<file path="config.mk">
export PLATFORM = sky130hd
export DESIGN_NAME = mac_keyed_address_lease_pool_core_flat
export DESIGN_NICKNAME = d
export VERILOG_FILES = /design/src/sv/mklp_pkg.sv /design/src/sv/mklp_in_if.sv /design/src/sv/mklp_out_if.sv /design/src/sv/mklp_cell.sv /design/src/sv/mac_keyed_address_lease_pool_core.sv /design/src/flat_wrapper.sv
export SDC_FILE = /design/constraint.sdc
export NUM_CORES = 2
export LEC_CHECK = 0
export BUFFER_PORTS_ARGS = -buffer_cell sky130_fd_sc_hd__buf_2
export CORE_MARGIN = 2
export CORE_UTILIZATION = 40
export CTS_BUF_LIST = sky130_fd_sc_hd__clkbuf_2 sky130_fd_sc_hd__clkbuf_4 sky130_fd_sc_hd__clkbuf_8
export CTS_CLUSTER_SIZE = 10
export DETAILED_ROUTE_END_ITERATION = 7
export HOLD_SLACK_MARGIN = 0.03
export PLACE_DENSITY = 0.61
export REMOVE_ABC_BUFFERS = 1
export SYNTH_ARGS = -nofsm -noshare
export SYNTH_HDL_FRONTEND = slang
export SYNTH_SLANG_ARGS = --single-unit
export TNS_END_PERCENT = 1
</file>
<file path="constraint.sdc">
create_clock -name clk -period 111.7 [get_ports clk]
set_input_delay 22.34 -clock clk [delete_from_list [all_inputs] [get_ports clk]]
set_output_delay 22.34 -clock clk [all_outputs]
set_load 0.01 [all_outputs]
</file>
<file path="src/sv/mklp_pkg.sv">
// Package for the address lease pool: command and status codes, register
// indexes, and the probe and claim structs passed along the cell chain.
// No dependencies.
package mklp_pkg;

  // Widest entry index supported by the chain (pool depth up to 64).
  localparam int IDX_W = 6;
  localparam int MAC_W = 48;
  localparam int IP_W  = 32;

  // Command codes.
  localparam logic [1:0] CMD_ALLOC    = 2'd0;
  localparam logic [1:0] CMD_VALIDATE = 2'd1;
  localparam logic [1:0] CMD_RELEASE  = 2'd2;

  // Result status codes.
  localparam logic [2:0] ST_GRANTED   = 3'd0;
  localparam logic [2:0] ST_EXHAUSTED = 3'd1;
  localparam logic [2:0] ST_CONFIRMED = 3'd2;
  localparam logic [2:0] ST_REJECTED  = 3'd3;
  localparam logic [2:0] ST_RELEASED  = 3'd4;

  // Configuration register indexes.
  localparam logic [1:0] REG_BASE_IP = 2'd0;
  localparam logic [1:0] REG_IN_USE  = 2'd1;

  // Search token that walks the chain, one cell per cycle while the chain is not stalled.
  typedef struct packed {
    logic             valid;
    logic [1:0]       cmd;
    logic [MAC_W-1:0] mac;
    logic [IP_W-1:0]  req;
    logic [IP_W-1:0]  addr;
    logic             hit;
    logic [IDX_W-1:0] hit_idx;
    logic [IP_W-1:0]  hit_addr;
    logic             free;
    logic [IDX_W-1:0] free_idx;
    logic [IP_W-1:0]  free_addr;
  } probe_t;

  // Broadcast write that claims a free entry for a client.
  typedef struct packed {
    logic             en;
    logic [IDX_W-1:0] idx;
    logic [MAC_W-1:0] mac;
  } claim_t;

endpackage

</file>
<file path="src/sv/mklp_in_if.sv">
// Input channel of the lease pool: valid/ready handshake with command,
// client MAC and requested address. Depends on nothing.
interface mklp_in_if;
  logic        valid;
  logic        ready;
  logic [1:0]  command;
  logic [47:0] client_mac;
  logic [31:0] confirm_ip;

  modport source (output valid, command, client_mac, confirm_ip, input ready);
  modport sink (input valid, command, client_mac, confirm_ip, output ready);
endinterface

</file>
<file path="src/sv/mklp_out_if.sv">
// Result channel of the lease pool: valid/ready handshake with status,
// leased address, entry index and reuse flag. Depends on nothing.
interface mklp_out_if;
  logic        valid;
  logic        ready;
  logic [2:0]  status;
  logic [31:0] lease_ip;
  logic [2:0]  lease_index;
  logic        reused;

  modport source (output valid, status, lease_ip, lease_index, reused, input ready);
  modport sink (input valid, status, lease_ip, lease_index, reused, output ready);
endinterface

</file>
<file path="src/sv/mklp_cell.sv">
// One lease entry of the chain: holds the active flag and owner MAC,
// inspects the passing probe and registers it for the next cell. Uses mklp_pkg.
module mklp_cell
  import mklp_pkg::*;
#(
  parameter int INDEX = 0
) (
  input  logic       clk,
  input  logic       rst_n,
  input  logic       advance,
  input  logic [3:0] in_use,
  input  probe_t     probe_i,
  input  claim_t     claim,
  output probe_t     probe_o
);

  localparam logic [IDX_W-1:0] MY_IDX = IDX_W'(INDEX);
  localparam logic [6:0]       MY_POS = 7'(INDEX);

  logic             active_r, active_nxt;
  logic             valid_r;
  logic [MAC_W-1:0] mac_r, mac_nxt;
  probe_t           probe_r, probe_nxt;
  logic             in_svc, mac_eq, cand;

  // Match and candidate terms for this entry.
  always_comb begin
    in_svc = {3'b000, in_use} > MY_POS;
    mac_eq = in_svc && active_r && (mac_r == probe_i.mac);
    if (probe_i.cmd == CMD_VALIDATE) begin
      cand = mac_eq && (probe_i.addr == probe_i.req);
    end else begin
      cand = mac_eq;
    end
  end

  // Update the probe with the lowest hit and the lowest free entry.
  always_comb begin
    probe_nxt      = probe_i;
    probe_nxt.addr = probe_i.addr + 32'd1;
    if (cand && !probe_i.hit) begin
      probe_nxt.hit      = 1'b1;
      probe_nxt.hit_idx  = MY_IDX;
      probe_nxt.hit_addr = probe_i.addr;
    end
    if (in_svc && !active_r && !probe_i.free) begin
      probe_nxt.free      = 1'b1;
      probe_nxt.free_idx  = MY_IDX;
      probe_nxt.free_addr = probe_i.addr;
    end
  end

  // Entry state: release clears on a match, a claim writes the owner.
  always_comb begin
    active_nxt = active_r;
    mac_nxt    = mac_r;
    if (advance && probe_i.valid && probe_i.cmd == CMD_RELEASE && mac_eq) begin
      active_nxt = 1'b0;
    end
    if (claim.en && claim.idx == MY_IDX) begin
      active_nxt = 1'b1;
      mac_nxt    = claim.mac;
    end
  end

  always_ff @(posedge clk) begin
    if (!rst_n) begin
      active_r <= 1'b0;
      valid_r  <= 1'b0;
    end else begin
      active_r <= active_nxt;
      if (advance) begin
        valid_r <= probe_i.valid;
      end
    end
  end

  // Payload of the probe and the owner MAC need no reset.
  always_ff @(posedge clk) begin
    mac_r <= mac_nxt;
    if (advance) begin
      probe_r <= probe_nxt;
    end
  end

  // The token's valid bit comes from the register that is reset.
  always_comb begin
    probe_o       = probe_r;
    probe_o.valid = valid_r;
  end

endmodule

</file>
<file path="src/sv/mac_keyed_address_lease_pool_core.sv">
// Top level of the MAC-keyed address lease pool: configuration registers,
// the chain of mklp_cell entries and the result register.
// Uses mklp_pkg, mklp_in_if, mklp_out_if and mklp_cell.

// Each transaction enters a chain of POOL_ENTRIES cells, one per lease
// entry, and its search token moves one cell per cycle while the chain
// is not stalled. The token passes every cell, also those beyond the
// entries in use, before its result is written to the output register.
// One transaction is in the chain at a time; the next is accepted in the
// cycle after the token leaves, even while the previous result still
// waits in the output register. The token waits at the end of the chain
// only while the output register is full and out_if.ready is low. An
// allocate that claims a free entry writes it as the token leaves the
// chain. Configuration registers must be written only while no
// transaction is in flight.
module mac_keyed_address_lease_pool_core
  import mklp_pkg::*;
#(
  parameter int POOL_ENTRIES = 8
) (
  input  logic        clk,
  input  logic        rst_n,
  mklp_in_if.sink     in_if,
  mklp_out_if.source  out_if,
  input  logic        cfg_we,
  input  logic [1:0]  cfg_index,
  input  logic [31:0] cfg_wdata
);

  logic [IP_W-1:0]   base_r;
  logic [3:0]        in_use_r;
  logic              busy_r, busy_nxt;
  logic              out_valid_r, out_valid_nxt;
  logic [2:0]        status_r, status_nxt;
  logic [IP_W-1:0]   lease_ip_r, lease_ip_nxt;
  logic [2:0]        index_r, index_nxt;
  logic              reused_r, reused_nxt;
  probe_t            probe [POOL_ENTRIES+1];
  logic [POOL_ENTRIES-1:0] tok_valid;
  claim_t            claim;
  probe_t            last;
  logic              advance, accept, leave;

  // Configuration registers.
  always_ff @(posedge clk) begin
    if (!rst_n) begin
      base_r   <= 32'hC0A8_1B02;
      in_use_r <= 4'd3;
    end else if (cfg_we) begin
      unique case (cfg_index)
        REG_BASE_IP: base_r   <= cfg_wdata;
        REG_IN_USE:  in_use_r <= cfg_wdata[3:0];
        default: ;
      endcase
    end
  end

  // Handshake and chain control; the chain stalls only while a finished
  // token waits for the output register.
  assign last          = probe[POOL_ENTRIES];
  assign advance       = !(last.valid && out_valid_r && !out_if.ready);
  assign in_if.ready   = !busy_r;
  assign accept        = in_if.valid && !busy_r;
  assign leave         = last.valid && advance;

  // Token presented to the first cell.
  always_comb begin
    probe[0].valid     = accept;
    probe[0].cmd       = in_if.command;
    probe[0].mac       = in_if.client_mac;
    probe[0].req       = in_if.confirm_ip;
    probe[0].addr      = base_r;
    probe[0].hit       = 1'b0;
    probe[0].hit_idx   = '0;
    probe[0].hit_addr  = '0;
    probe[0].free      = 1'b0;
    probe[0].free_idx  = '0;
    probe[0].free_addr = '0;
  end

  // The chain of entry cells.
  for (genvar g = 0; g < POOL_ENTRIES; g++) begin : g_cell
    mklp_cell #(.INDEX(g)) u_cell (
      .clk     (clk),
      .rst_n   (rst_n),
      .advance (advance),
      .in_use  (in_use_r),
      .probe_i (probe[g]),
      .claim   (claim),
      .probe_o (probe[g+1])
    );
    assign tok_valid[g] = probe[g+1].valid;
  end

  // Result decode and the claim of a free entry as the token leaves.
  always_comb begin
    status_nxt   = ST_REJECTED;
    lease_ip_nxt = '0;
    index_nxt    = '0;
    reused_nxt   = 1'b0;
    claim.en     = 1'b0;
    claim.idx    = last.free_idx;
    claim.mac    = last.mac;
    unique case (last.cmd)
      CMD_ALLOC: begin
        if (last.hit) begin
          status_nxt   = ST_GRANTED;
          lease_ip_nxt = last.hit_addr;
          index_nxt    = last.hit_idx[2:0];
          reused_nxt   = 1'b1;
        end else if (last.free) begin
          status_nxt   = ST_GRANTED;
          lease_ip_nxt = last.free_addr;
          index_nxt    = last.free_idx[2:0];
          claim.en     = leave;
        end else begin
          status_nxt = ST_EXHAUSTED;
        end
      end
      CMD_VALIDATE: begin
        if (last.hit) begin
          status_nxt   = ST_CONFIRMED;
          lease_ip_nxt = last.hit_addr;
          index_nxt    = last.hit_idx[2:0];
        end
      end
      CMD_RELEASE: status_nxt = ST_RELEASED;
      default: ;
    endcase
  end

  // Busy flag and result valid.
  always_comb begin
    busy_nxt = busy_r;
    if (accept) begin
      busy_nxt = 1'b1;
    end else if (leave) begin
      busy_nxt = 1'b0;
    end
    if (leave) begin
      out_valid_nxt = 1'b1;
    end else if (out_if.ready) begin
      out_valid_nxt = 1'b0;
    end else begin
      out_valid_nxt = out_valid_r;
    end
  end

  always_ff @(posedge clk) begin
    if (!rst_n) begin
      busy_r      <= 1'b0;
      out_valid_r <= 1'b0;
    end else begin
      busy_r      <= busy_nxt;
      out_valid_r <= out_valid_nxt;
    end
  end

  always_ff @(posedge clk) begin
    if (leave) begin
      status_r   <= status_nxt;
      lease_ip_r <= lease_ip_nxt;
      index_r    <= index_nxt;
      reused_r   <= reused_nxt;
    end
  end

  assign out_if.valid       = out_valid_r;
  assign out_if.status      = status_r;
  assign out_if.lease_ip    = lease_ip_r;
  assign out_if.lease_index = index_r;
  assign out_if.reused      = reused_r;

  // At most one token is ever in the chain.
  a_one_token: assert property (@(posedge clk) disable iff (!rst_n)
    $countones(tok_valid) <= 1)
    else $error("more than one token in the cell chain");

  // When the block is free to accept, the chain is empty.
  a_idle_empty: assert property (@(posedge clk) disable iff (!rst_n)
    !busy_r |-> (tok_valid == '0))
    else $error("token in chain while input is ready");

  // An accepted transaction keeps the input closed in the next cycle.
  a_accept_busy: assert property (@(posedge clk) disable iff (!rst_n)
    accept |=> busy_r)
    else $error("input not closed after accept");

  // A claim comes only from an allocate without an existing lease.
  a_claim_alloc: assert property (@(posedge clk) disable iff (!rst_n)
    claim.en |-> (last.cmd == CMD_ALLOC && !last.hit && last.free && leave))
    else $error("claim issued outside a fresh allocate");

  // A leaving token always produces a valid result in the next cycle.
  a_leave_out: assert property (@(posedge clk) disable iff (!rst_n)
    leave |=> out_valid_r)
    else $error("result lost after token left the chain");

endmodule
</file>
<file path="src/flat_wrapper.sv">
// flat-port wrapper written by rule: the top's interface ports become plain ports
module mac_keyed_address_lease_pool_core_flat import mklp_pkg::*;
#(
  parameter int POOL_ENTRIES = 8
)
  (clk, rst_n, cfg_we, cfg_index, cfg_wdata, in_if_valid, in_if_command, in_if_client_mac, in_if_confirm_ip, in_if_ready, out_if_valid, out_if_status, out_if_lease_ip, out_if_lease_index, out_if_reused, out_if_ready);
  mklp_in_if in_if_i ();
  mklp_out_if out_if_i ();
  input  logic clk;
  input  logic rst_n;
  input  logic cfg_we;
  input  logic [1:0] cfg_index;
  input  logic [31:0] cfg_wdata;
  input wire logic [$bits(in_if_i.valid)-1:0] in_if_valid;
  input wire logic [$bits(in_if_i.command)-1:0] in_if_command;
  input wire logic [$bits(in_if_i.client_mac)-1:0] in_if_client_mac;
  input wire logic [$bits(in_if_i.confirm_ip)-1:0] in_if_confirm_ip;
  output wire logic [$bits(in_if_i.ready)-1:0] in_if_ready;
  output wire logic [$bits(out_if_i.valid)-1:0] out_if_valid;
  output wire logic [$bits(out_if_i.status)-1:0] out_if_status;
  output wire logic [$bits(out_if_i.lease_ip)-1:0] out_if_lease_ip;
  output wire logic [$bits(out_if_i.lease_index)-1:0] out_if_lease_index;
  output wire logic [$bits(out_if_i.reused)-1:0] out_if_reused;
  input wire logic [$bits(out_if_i.ready)-1:0] out_if_ready;
  assign in_if_i.valid = in_if_valid;
  assign in_if_i.command = in_if_command;
  assign in_if_i.client_mac = in_if_client_mac;
  assign in_if_i.confirm_ip = in_if_confirm_ip;
  assign in_if_ready = in_if_i.ready;
  assign out_if_valid = out_if_i.valid;
  assign out_if_status = out_if_i.status;
  assign out_if_lease_ip = out_if_i.lease_ip;
  assign out_if_lease_index = out_if_i.lease_index;
  assign out_if_reused = out_if_i.reused;
  assign out_if_i.ready = out_if_ready;
  mac_keyed_address_lease_pool_core #(.POOL_ENTRIES(POOL_ENTRIES)) u_core (.clk(clk), .rst_n(rst_n), .in_if(in_if_i), .out_if(out_if_i), .cfg_we(cfg_we), .cfg_index(cfg_index), .cfg_wdata(cfg_wdata));
endmodule
</file>
-- Word level (Yosys, flattened, before mapping)
Index checks and enable logic that the tools add are counted.
- bits of input ports: 121
- register bits: 1925
- output and inout port bits: 41
- word-level logic and storage cells: 349
- reduce and logical (&&, ||, !) cells: 122
- add/sub/neg operators: 7
- multiplexer cells: 60
- order comparisons: 8
- equality and inequality tests: 42
- operators with widths (cell ; number):
    two-way mux 32 bit ; 17
    equality test 48 bit ; 8
    equality test 32 bit ; 8
    adder 32 x 1 -> 32 bit, second input constant ; 7
    logical AND 1 bit ; 82
    two-way mux 39 bit ; 2
    case mux 32 bit (2 select lines) ; 1
    two-way mux 1 bit ; 34
    logical NOT 1 bit ; 25
    equality test 6 x 3 -> 1 bit, second input constant ; 4
    equality test 2 x 1 -> 1 bit, second input constant ; 10
    nonzero test 2 bit ; 10
    equality test 2 bit, second input constant ; 9
    > comparator 4 x 3 -> 1 bit, second input constant ; 4
    equality test 6 x 2 -> 1 bit, second input constant ; 2
    two-way mux 3 bit ; 4
    case mux 3 bit (3 select lines) ; 1
    > comparator 4 x 1 -> 1 bit, second input constant ; 2
    > comparator 4 x 2 -> 1 bit, second input constant ; 2
    equality test 6 x 1 -> 1 bit, second input constant ; 1
    logical NOT 6 bit ; 1
    case mux 3 bit (2 select lines) ; 1
    logical NOT 2 bit ; 2
    AND reduction 2 bit ; 2

-- Depth between registers and ports, before layout
- word-level depth: 9
- depth in mapped cells: 9
- depth with buffers taken out: 7

-- Modules after synthesis
Synthesis repeated with hierarchy kept, for this count alone.
- cell total of the unflattened synthesis: 4638
- area total of the unflattened synthesis: 80778.7 µm²
- modules (own cells, without submodules) (module ; sequential area each (µm²) ; times used ; cells each ; area an instance (µm²)):
    mklp_cell at u_core.g_cell[5].u_cell ; 7247.0 ; 1 ; 560 ; 9751.9
    mklp_cell at u_core.g_cell[7].u_cell ; 7247.0 ; 1 ; 539 ; 9745.6
    mklp_cell at u_core.g_cell[4].u_cell ; 7247.0 ; 1 ; 556 ; 9733.1
    mklp_cell at u_core.g_cell[0].u_cell ; 7247.0 ; 1 ; 554 ; 9710.6
    mklp_cell at u_core.g_cell[6].u_cell ; 7247.0 ; 1 ; 546 ; 9701.8
    mklp_cell at u_core.g_cell[3].u_cell ; 7247.0 ; 1 ; 544 ; 9664.3
    mklp_cell at u_core.g_cell[2].u_cell ; 7247.0 ; 1 ; 539 ; 9656.8
    mklp_cell at u_core.g_cell[1].u_cell ; 7247.0 ; 1 ; 541 ; 9641.7
    mac_keyed_address_lease_pool_core ; 1931.9 ; 1 ; 259 ; 3173.0

-- Worst setup path after synthesis
No wires, ideal clock.
- kind: input-to-reg
- start: input out_if_ready
- end: register u_core.g_cell[0].u_cell.probe_r (netlist bit u_core.g_cell[0].u_cell.probe_o[0]), enable pin
- setup slack: 48.592 ns
- buffers on the path: 2
- arrival: 60.788 ns
- library setup time: 2.320 ns
- required time: 109.380 ns
- stages: 5
- path through: nor2b_1 > and2_1 > clkbuf_1 > inv_1 > buf_1
- cells in the longest elaborated chain, start to end: 2
- RTL lines (what ; line ; RTL):
    start, declared ; flat_wrapper.sv:24 ; input wire logic [$bits(out_if_i.ready)-1:0] out_if_ready;
    logical NOT 1 bit ; mac_keyed_address_lease_pool_core.sv:61 ; assign advance = !(last.valid && out_valid_r && !out_if.ready);
    logical AND 1 bit ; mac_keyed_address_lease_pool_core.sv:61 ;
    end signal, assigned ; mklp_cell.sv:82 ; probe_r <= probe_nxt;
    end, declared ; mklp_cell.sv:23 ; probe_t probe_r, probe_nxt;
Every way passes these cells.
A chain may end at the register's enable or synchronous reset.

-- Worst setup path after layout
- start: input out_if_ready
- end: register u_core.g_cell[2].u_cell.probe_r (netlist bit u_core.g_cell[2].u_cell.probe_o[138]), enable pin
- cells in the longest elaborated chain, start to end: 2
- RTL lines (what ; line):
    logical NOT 1 bit ; mac_keyed_address_lease_pool_core.sv:61
    logical AND 1 bit ; mac_keyed_address_lease_pool_core.sv:61
    end signal, assigned ; mklp_cell.sv:82
    end, declared ; mklp_cell.sv:23
Every way passes these cells.

==> impl_summary.md <==
Synthesis
Counting distinct cell types in the post-synthesis netlist gives 63. The synthesized area per cell is 16.8 sq um. Synthesis produced 4488 cells. The synthesized design contains 1887 register bits. The dominant synthesized flop cell is edfxtp_1. The synthesized netlist occupies a cell area of 0.0756 sq mm. The share of the Yosys chip area taken by registers is 0.743.

Counting flops with a built-in enable in the synthesized netlist gives 1833. The total number of yosys warnings is 0. The async set-reset flop share out of synthesis is 0.

Setup path
The reg-to-reg critical path startpoint is u_core.out_if.valid$_SDFFE_PN0P_. Counting cells, the worst reg-to-reg path comes to 7. The element type at the critical path end is a flip-flop. The arrival time of data at the critical path endpoint is 27.17 ns. The setup slack on the worst flop-to-flop path is 106.27 ns. The required time reported for the critical path endpoint is 112.30 ns. The startpoint kind of the worst setup timing path is an input pin. In this run the worst path has a maximum fanout of 178.

The type of the worst setup path is in -> reg. The end of the worst register-to-register path is u_core.g_cell[2].u_cell.probe_o[138]$_DFFE_PN_.

Routing
The via count is 37600. For this run, the detailed router's first-pass iteration total came to 7. For this run, design rule violations remaining after detail routing come to 10. The detail route stage leaves a number of antenna-violating nets equal to 0.

After detailed routing, the total wire length is 178000 um. The post-detailed-route wirelength per cell is 23.6 um. The initial detailed-routing violation count is 3572.

The via density per instance is 4.97.

Hold path
The worst hold path belongs to the class reg -> reg. The number of cells on the worst hold path is 0. The terminating pin of the worst hold path is u_core.g_cell[7].u_cell.probe_o[160]$_DFFE_PN_. The worst hold path begins at u_core.g_cell[6].u_cell.probe_o[160]$_DFFE_PN_.

GRT
Entering global routing, the biggest net connects 186 pins. The leftover overflow at the end of global routing is 0. The via count of the first global-routing pass came to 37500. The initial antenna violation count came to 14. The global-route wire length before repair is 258000 um. Across every metal layer, demand over resource in global routing totals 0.184.

Clock network
Buffers inserted during clock tree synthesis total 307. The largest buffer count on any clock path is 4. Once the clock tree was built, the resizer swapped 0 gates to a different size. CTS built an H-tree with a depth of 5. Buffers added to address setup during post-CTS repair amount to 0. TritonCTS built the clock tree.

The total of hold buffers inserted after clock tree synthesis is 0. The clock insertion delay at the later pin of the skew report is 1.02 ns. The clock-pin slew of the registers on the worst-case setup and hold paths is 0.06 ns. The total clock sinks is 1887. CTS placed an instance of clkbuf_8 at the clock tree root.

Finish
The filler cells instantiated in the layout total 16300. The number of nets at the end of the flow is 4967. The fraction of final layout cells with drive strength greater than 1 is 0.220. The area growth from synthesis to layout is 12.6%.

Die
The number of rows created at floorplan is 159. The die area is 0.192 sq mm. The number of top-level pins is 162. In this run the horizontal extent of the chip is 439 um. The placeable core region is 0.188 sq mm. The effective utilization at floorplan is 0.402.

The vertical die dimension is 439 um.

Timing
The normalized max-slew margin is 0.207. The final setup violation count is 0. The final-report hold violation count came to 0. Setup repair after global routing left no endpoint under its margin. The total negative slack is 0 ns. The highest attainable clock frequency is 37.6 MHz. The final cycle utilization of the critical path is 0.238.

Across the routed clock network, the largest skew measured is 0.0709 ns. The actual transition at the worst max-transition pin is 1.18 ns. The minimum clock period after layout is 26.58 ns.

The number of pins with negative max-slew slack in the final report is 0.

Power and ir drop
VDD sags by at most 13.4 uV. Total power for the finished layout comes to 1.43 mW. The leakage dissipation is 30.6 nW. For this design the ratio of total power to cell area is 16.8 mW/mm^2.

Run status
The flow ran to the end, but the final reports show violations. The checks that failed: design-rule violations.

Placement
The count of buffers inserted at the top-level ports is 161. Once detailed placement completed, the half-perimeter wirelength came to 129000 um. The final weighted congestion in routability-driven placement is 0.943.

Run
The reported max-cap violation count is 0.
==> state kept, by name, summed over array words and instances (netlist names), 3 cells and up <==
register,count
u_core.out_if.lease_ip,32
u_core.g_cell.u_cell.probe_o,1410
u_core.g_cell.u_cell.active_r,8
u_core.base_r,32
u_core.g_cell.u_cell.valid_r,8
u_core.in_use_r,4
u_core.g_cell.u_cell.mac_r,384
u_core.out_if.lease_index,3
u_core.out_if.status,3
==> logic make-up after synthesis <==
family | share of synthesized area
flops | 0.743
xor+xnor | 0.0947
fa+ha+maj | 0.00116
compound gates | 0.0128
simple gates | 0.0732
mux | 0.0637
buf+inv | 0.0116
==> cell usage in the layout, fill, tap and decap left out, types with 10 or more instances in the layout <==
cell         n
dfxtp_1     54
a22o_1      33
nand3_1     92
clkinv_2    33
mux2_1      16
nand2_1    284
nand4_1    181
nor3_1      27
clkbuf_4    97
buf_2      161
nand2b_1    61
buf_4       39
nor2_1      61
nor2b_1     13
xor2_1     246
xnor2_1    571
a21oi_1     11
and3_1      30
nor4_1      90
and4_1      19
clkinv_1    75
nand4b_1    13
mux2_4      30
inv_1       44
edfxtp_1  1833
or3_1       13
and2_1      71
o21ai_0     10
mux2_2     368
or2_2       19
clkbuf_8   321
a21boi_0    29
==> cell type report <==
type,count,area (sq um),area share
sequential,1887,56100,0.660
multi-input combinational,2391,18700,0.220
clock buffer,418,5150,0.0605
tap,2495,3120,0.0367
timing repair buffer,203,1160,0.0136
clock inverter,118,644,0.00757
inverter,49,191,0.00225
antenna,7,17.5,0.000206
==> metrics by stage <==
| step | instance area [sq um] | setup slack (ns) | util | hold slack, ns | cells |
|---|---|---|---|---|---|
| 2_1_floorplan | 74900 | 59.74 | - | 0.426 | 4327 |
| 3_3_place_gp | 79300 | 84.25 | 0.422 | 0.448 | 7025 |
| 3_5_place_dp | 79300 | 84.13 | 0.422 | 0.456 | 7025 |
| 4_1_cts | 85100 | 85.20 | 0.453 | 0.448 | 7561 |
| 5_1_grt | 85100 | 84.72 | 0.453 | 0.460 | 7565 |
| 6_report | 85100 | 85.12 | 0.453 | 0.455 | 7568 |
==> metal layers <==
| metal | vias to the layer above | GRT usage | routed length, um |
|---|---|---|---|
| li1 | 17600 | - | - |
| met1 | 18600 | 0.270 | 83600 |
| met5 | - | 0 | 35 |
| met2 | 1118 | 0.277 | 80100 |
| met4 | 6 | 0.0602 | 4820 |
| met3 | 273 | 0.0308 | 9860 |
==> how the worst max path moves through the flow <==
stage	startpoint	endpoint	slack, ns	cells after the start
2_1_floorplan	out_if_ready	u_core.g_cell[6].u_cell.active_r$_SDFFE_PN0P_	59.74	6
6_report	out_if_ready	u_core.g_cell[2].u_cell.probe_o[138]$_DFFE_PN_	85.12	8
4_1_cts	out_if_ready	u_core.g_cell[2].u_cell.probe_o[137]$_DFFE_PN_	85.20	8
3_5_place_dp	out_if_ready	u_core.g_cell[2].u_cell.probe_o[137]$_DFFE_PN_	84.13	8
3_3_place_gp	out_if_ready	u_core.g_cell[1].u_cell.probe_o[104]$_DFFE_PN_	84.25	8
5_1_grt	out_if_ready	u_core.g_cell[2].u_cell.probe_o[137]$_DFFE_PN_	84.72	8
==> Yosys cell counts (5+ instances only) <==
| cell | count | area share |
|---|---|---|
| xnor2_1 | 571 | 0.066 |
| nor2b_1 | 14 | 0.0012 |
| mux2_4 | 30 | 0.0060 |
| o21ai_0 | 10 | 0.00066 |
| xor2_1 | 246 | 0.029 |
| nand4_1 | 181 | 0.015 |
| nand2b_1 | 61 | 0.0051 |
| nand4b_1 | 13 | 0.0015 |
| mux2_1 | 16 | 0.0024 |
| a22o_1 | 33 | 0.0038 |
| and4_1 | 19 | 0.0022 |
| o41a_1 | 5 | 0.00075 |
| dfxtp_1 | 54 | 0.014 |
| clkbuf_1 | 128 | 0.0064 |
| nor3_1 | 35 | 0.0023 |
| buf_2 | 24 | 0.0016 |
| a21oi_1 | 11 | 0.00073 |
| nor4b_1 | 5 | 0.00058 |
| nand2_1 | 284 | 0.014 |
| or4_1 | 9 | 0.00089 |
| a21boi_0 | 29 | 0.0029 |
| and2_1 | 71 | 0.0059 |
| nor4_1 | 93 | 0.0077 |
| edfxtp_1 | 1833 | 0.73 |
| and3_1 | 30 | 0.0025 |
| o2111ai_1 | 6 | 0.00070 |
| nor2_1 | 65 | 0.0032 |
| or3_1 | 13 | 0.0011 |
| mux2_2 | 368 | 0.055 |
| ha_1 | 7 | 0.0012 |
| o21a_1 | 8 | 0.00079 |
| or2_2 | 19 | 0.0016 |
| inv_1 | 46 | 0.0023 |
| o21bai_1 | 5 | 0.00050 |
| nand3_1 | 92 | 0.0061 |
==> critical path: stages <==
cell and delay [ns]:
buf_2 0.16, nor2b_1 0.08, and2_1 0.32, inv_8 0.71
buf_12 0.73, buf_12 0.58, buf_4 0.85, buf_4 0.85
==> power by group <==
group          leakage [nW]  switching [mW]  internal [mW]  total (mW)
logic                  7.55          0.0195         0.0189      0.0385
registers              19.9          0.0273          0.796       0.824
clock network          3.08           0.259          0.309       0.569
Note: power is estimated with default switching activity, not from simulation.
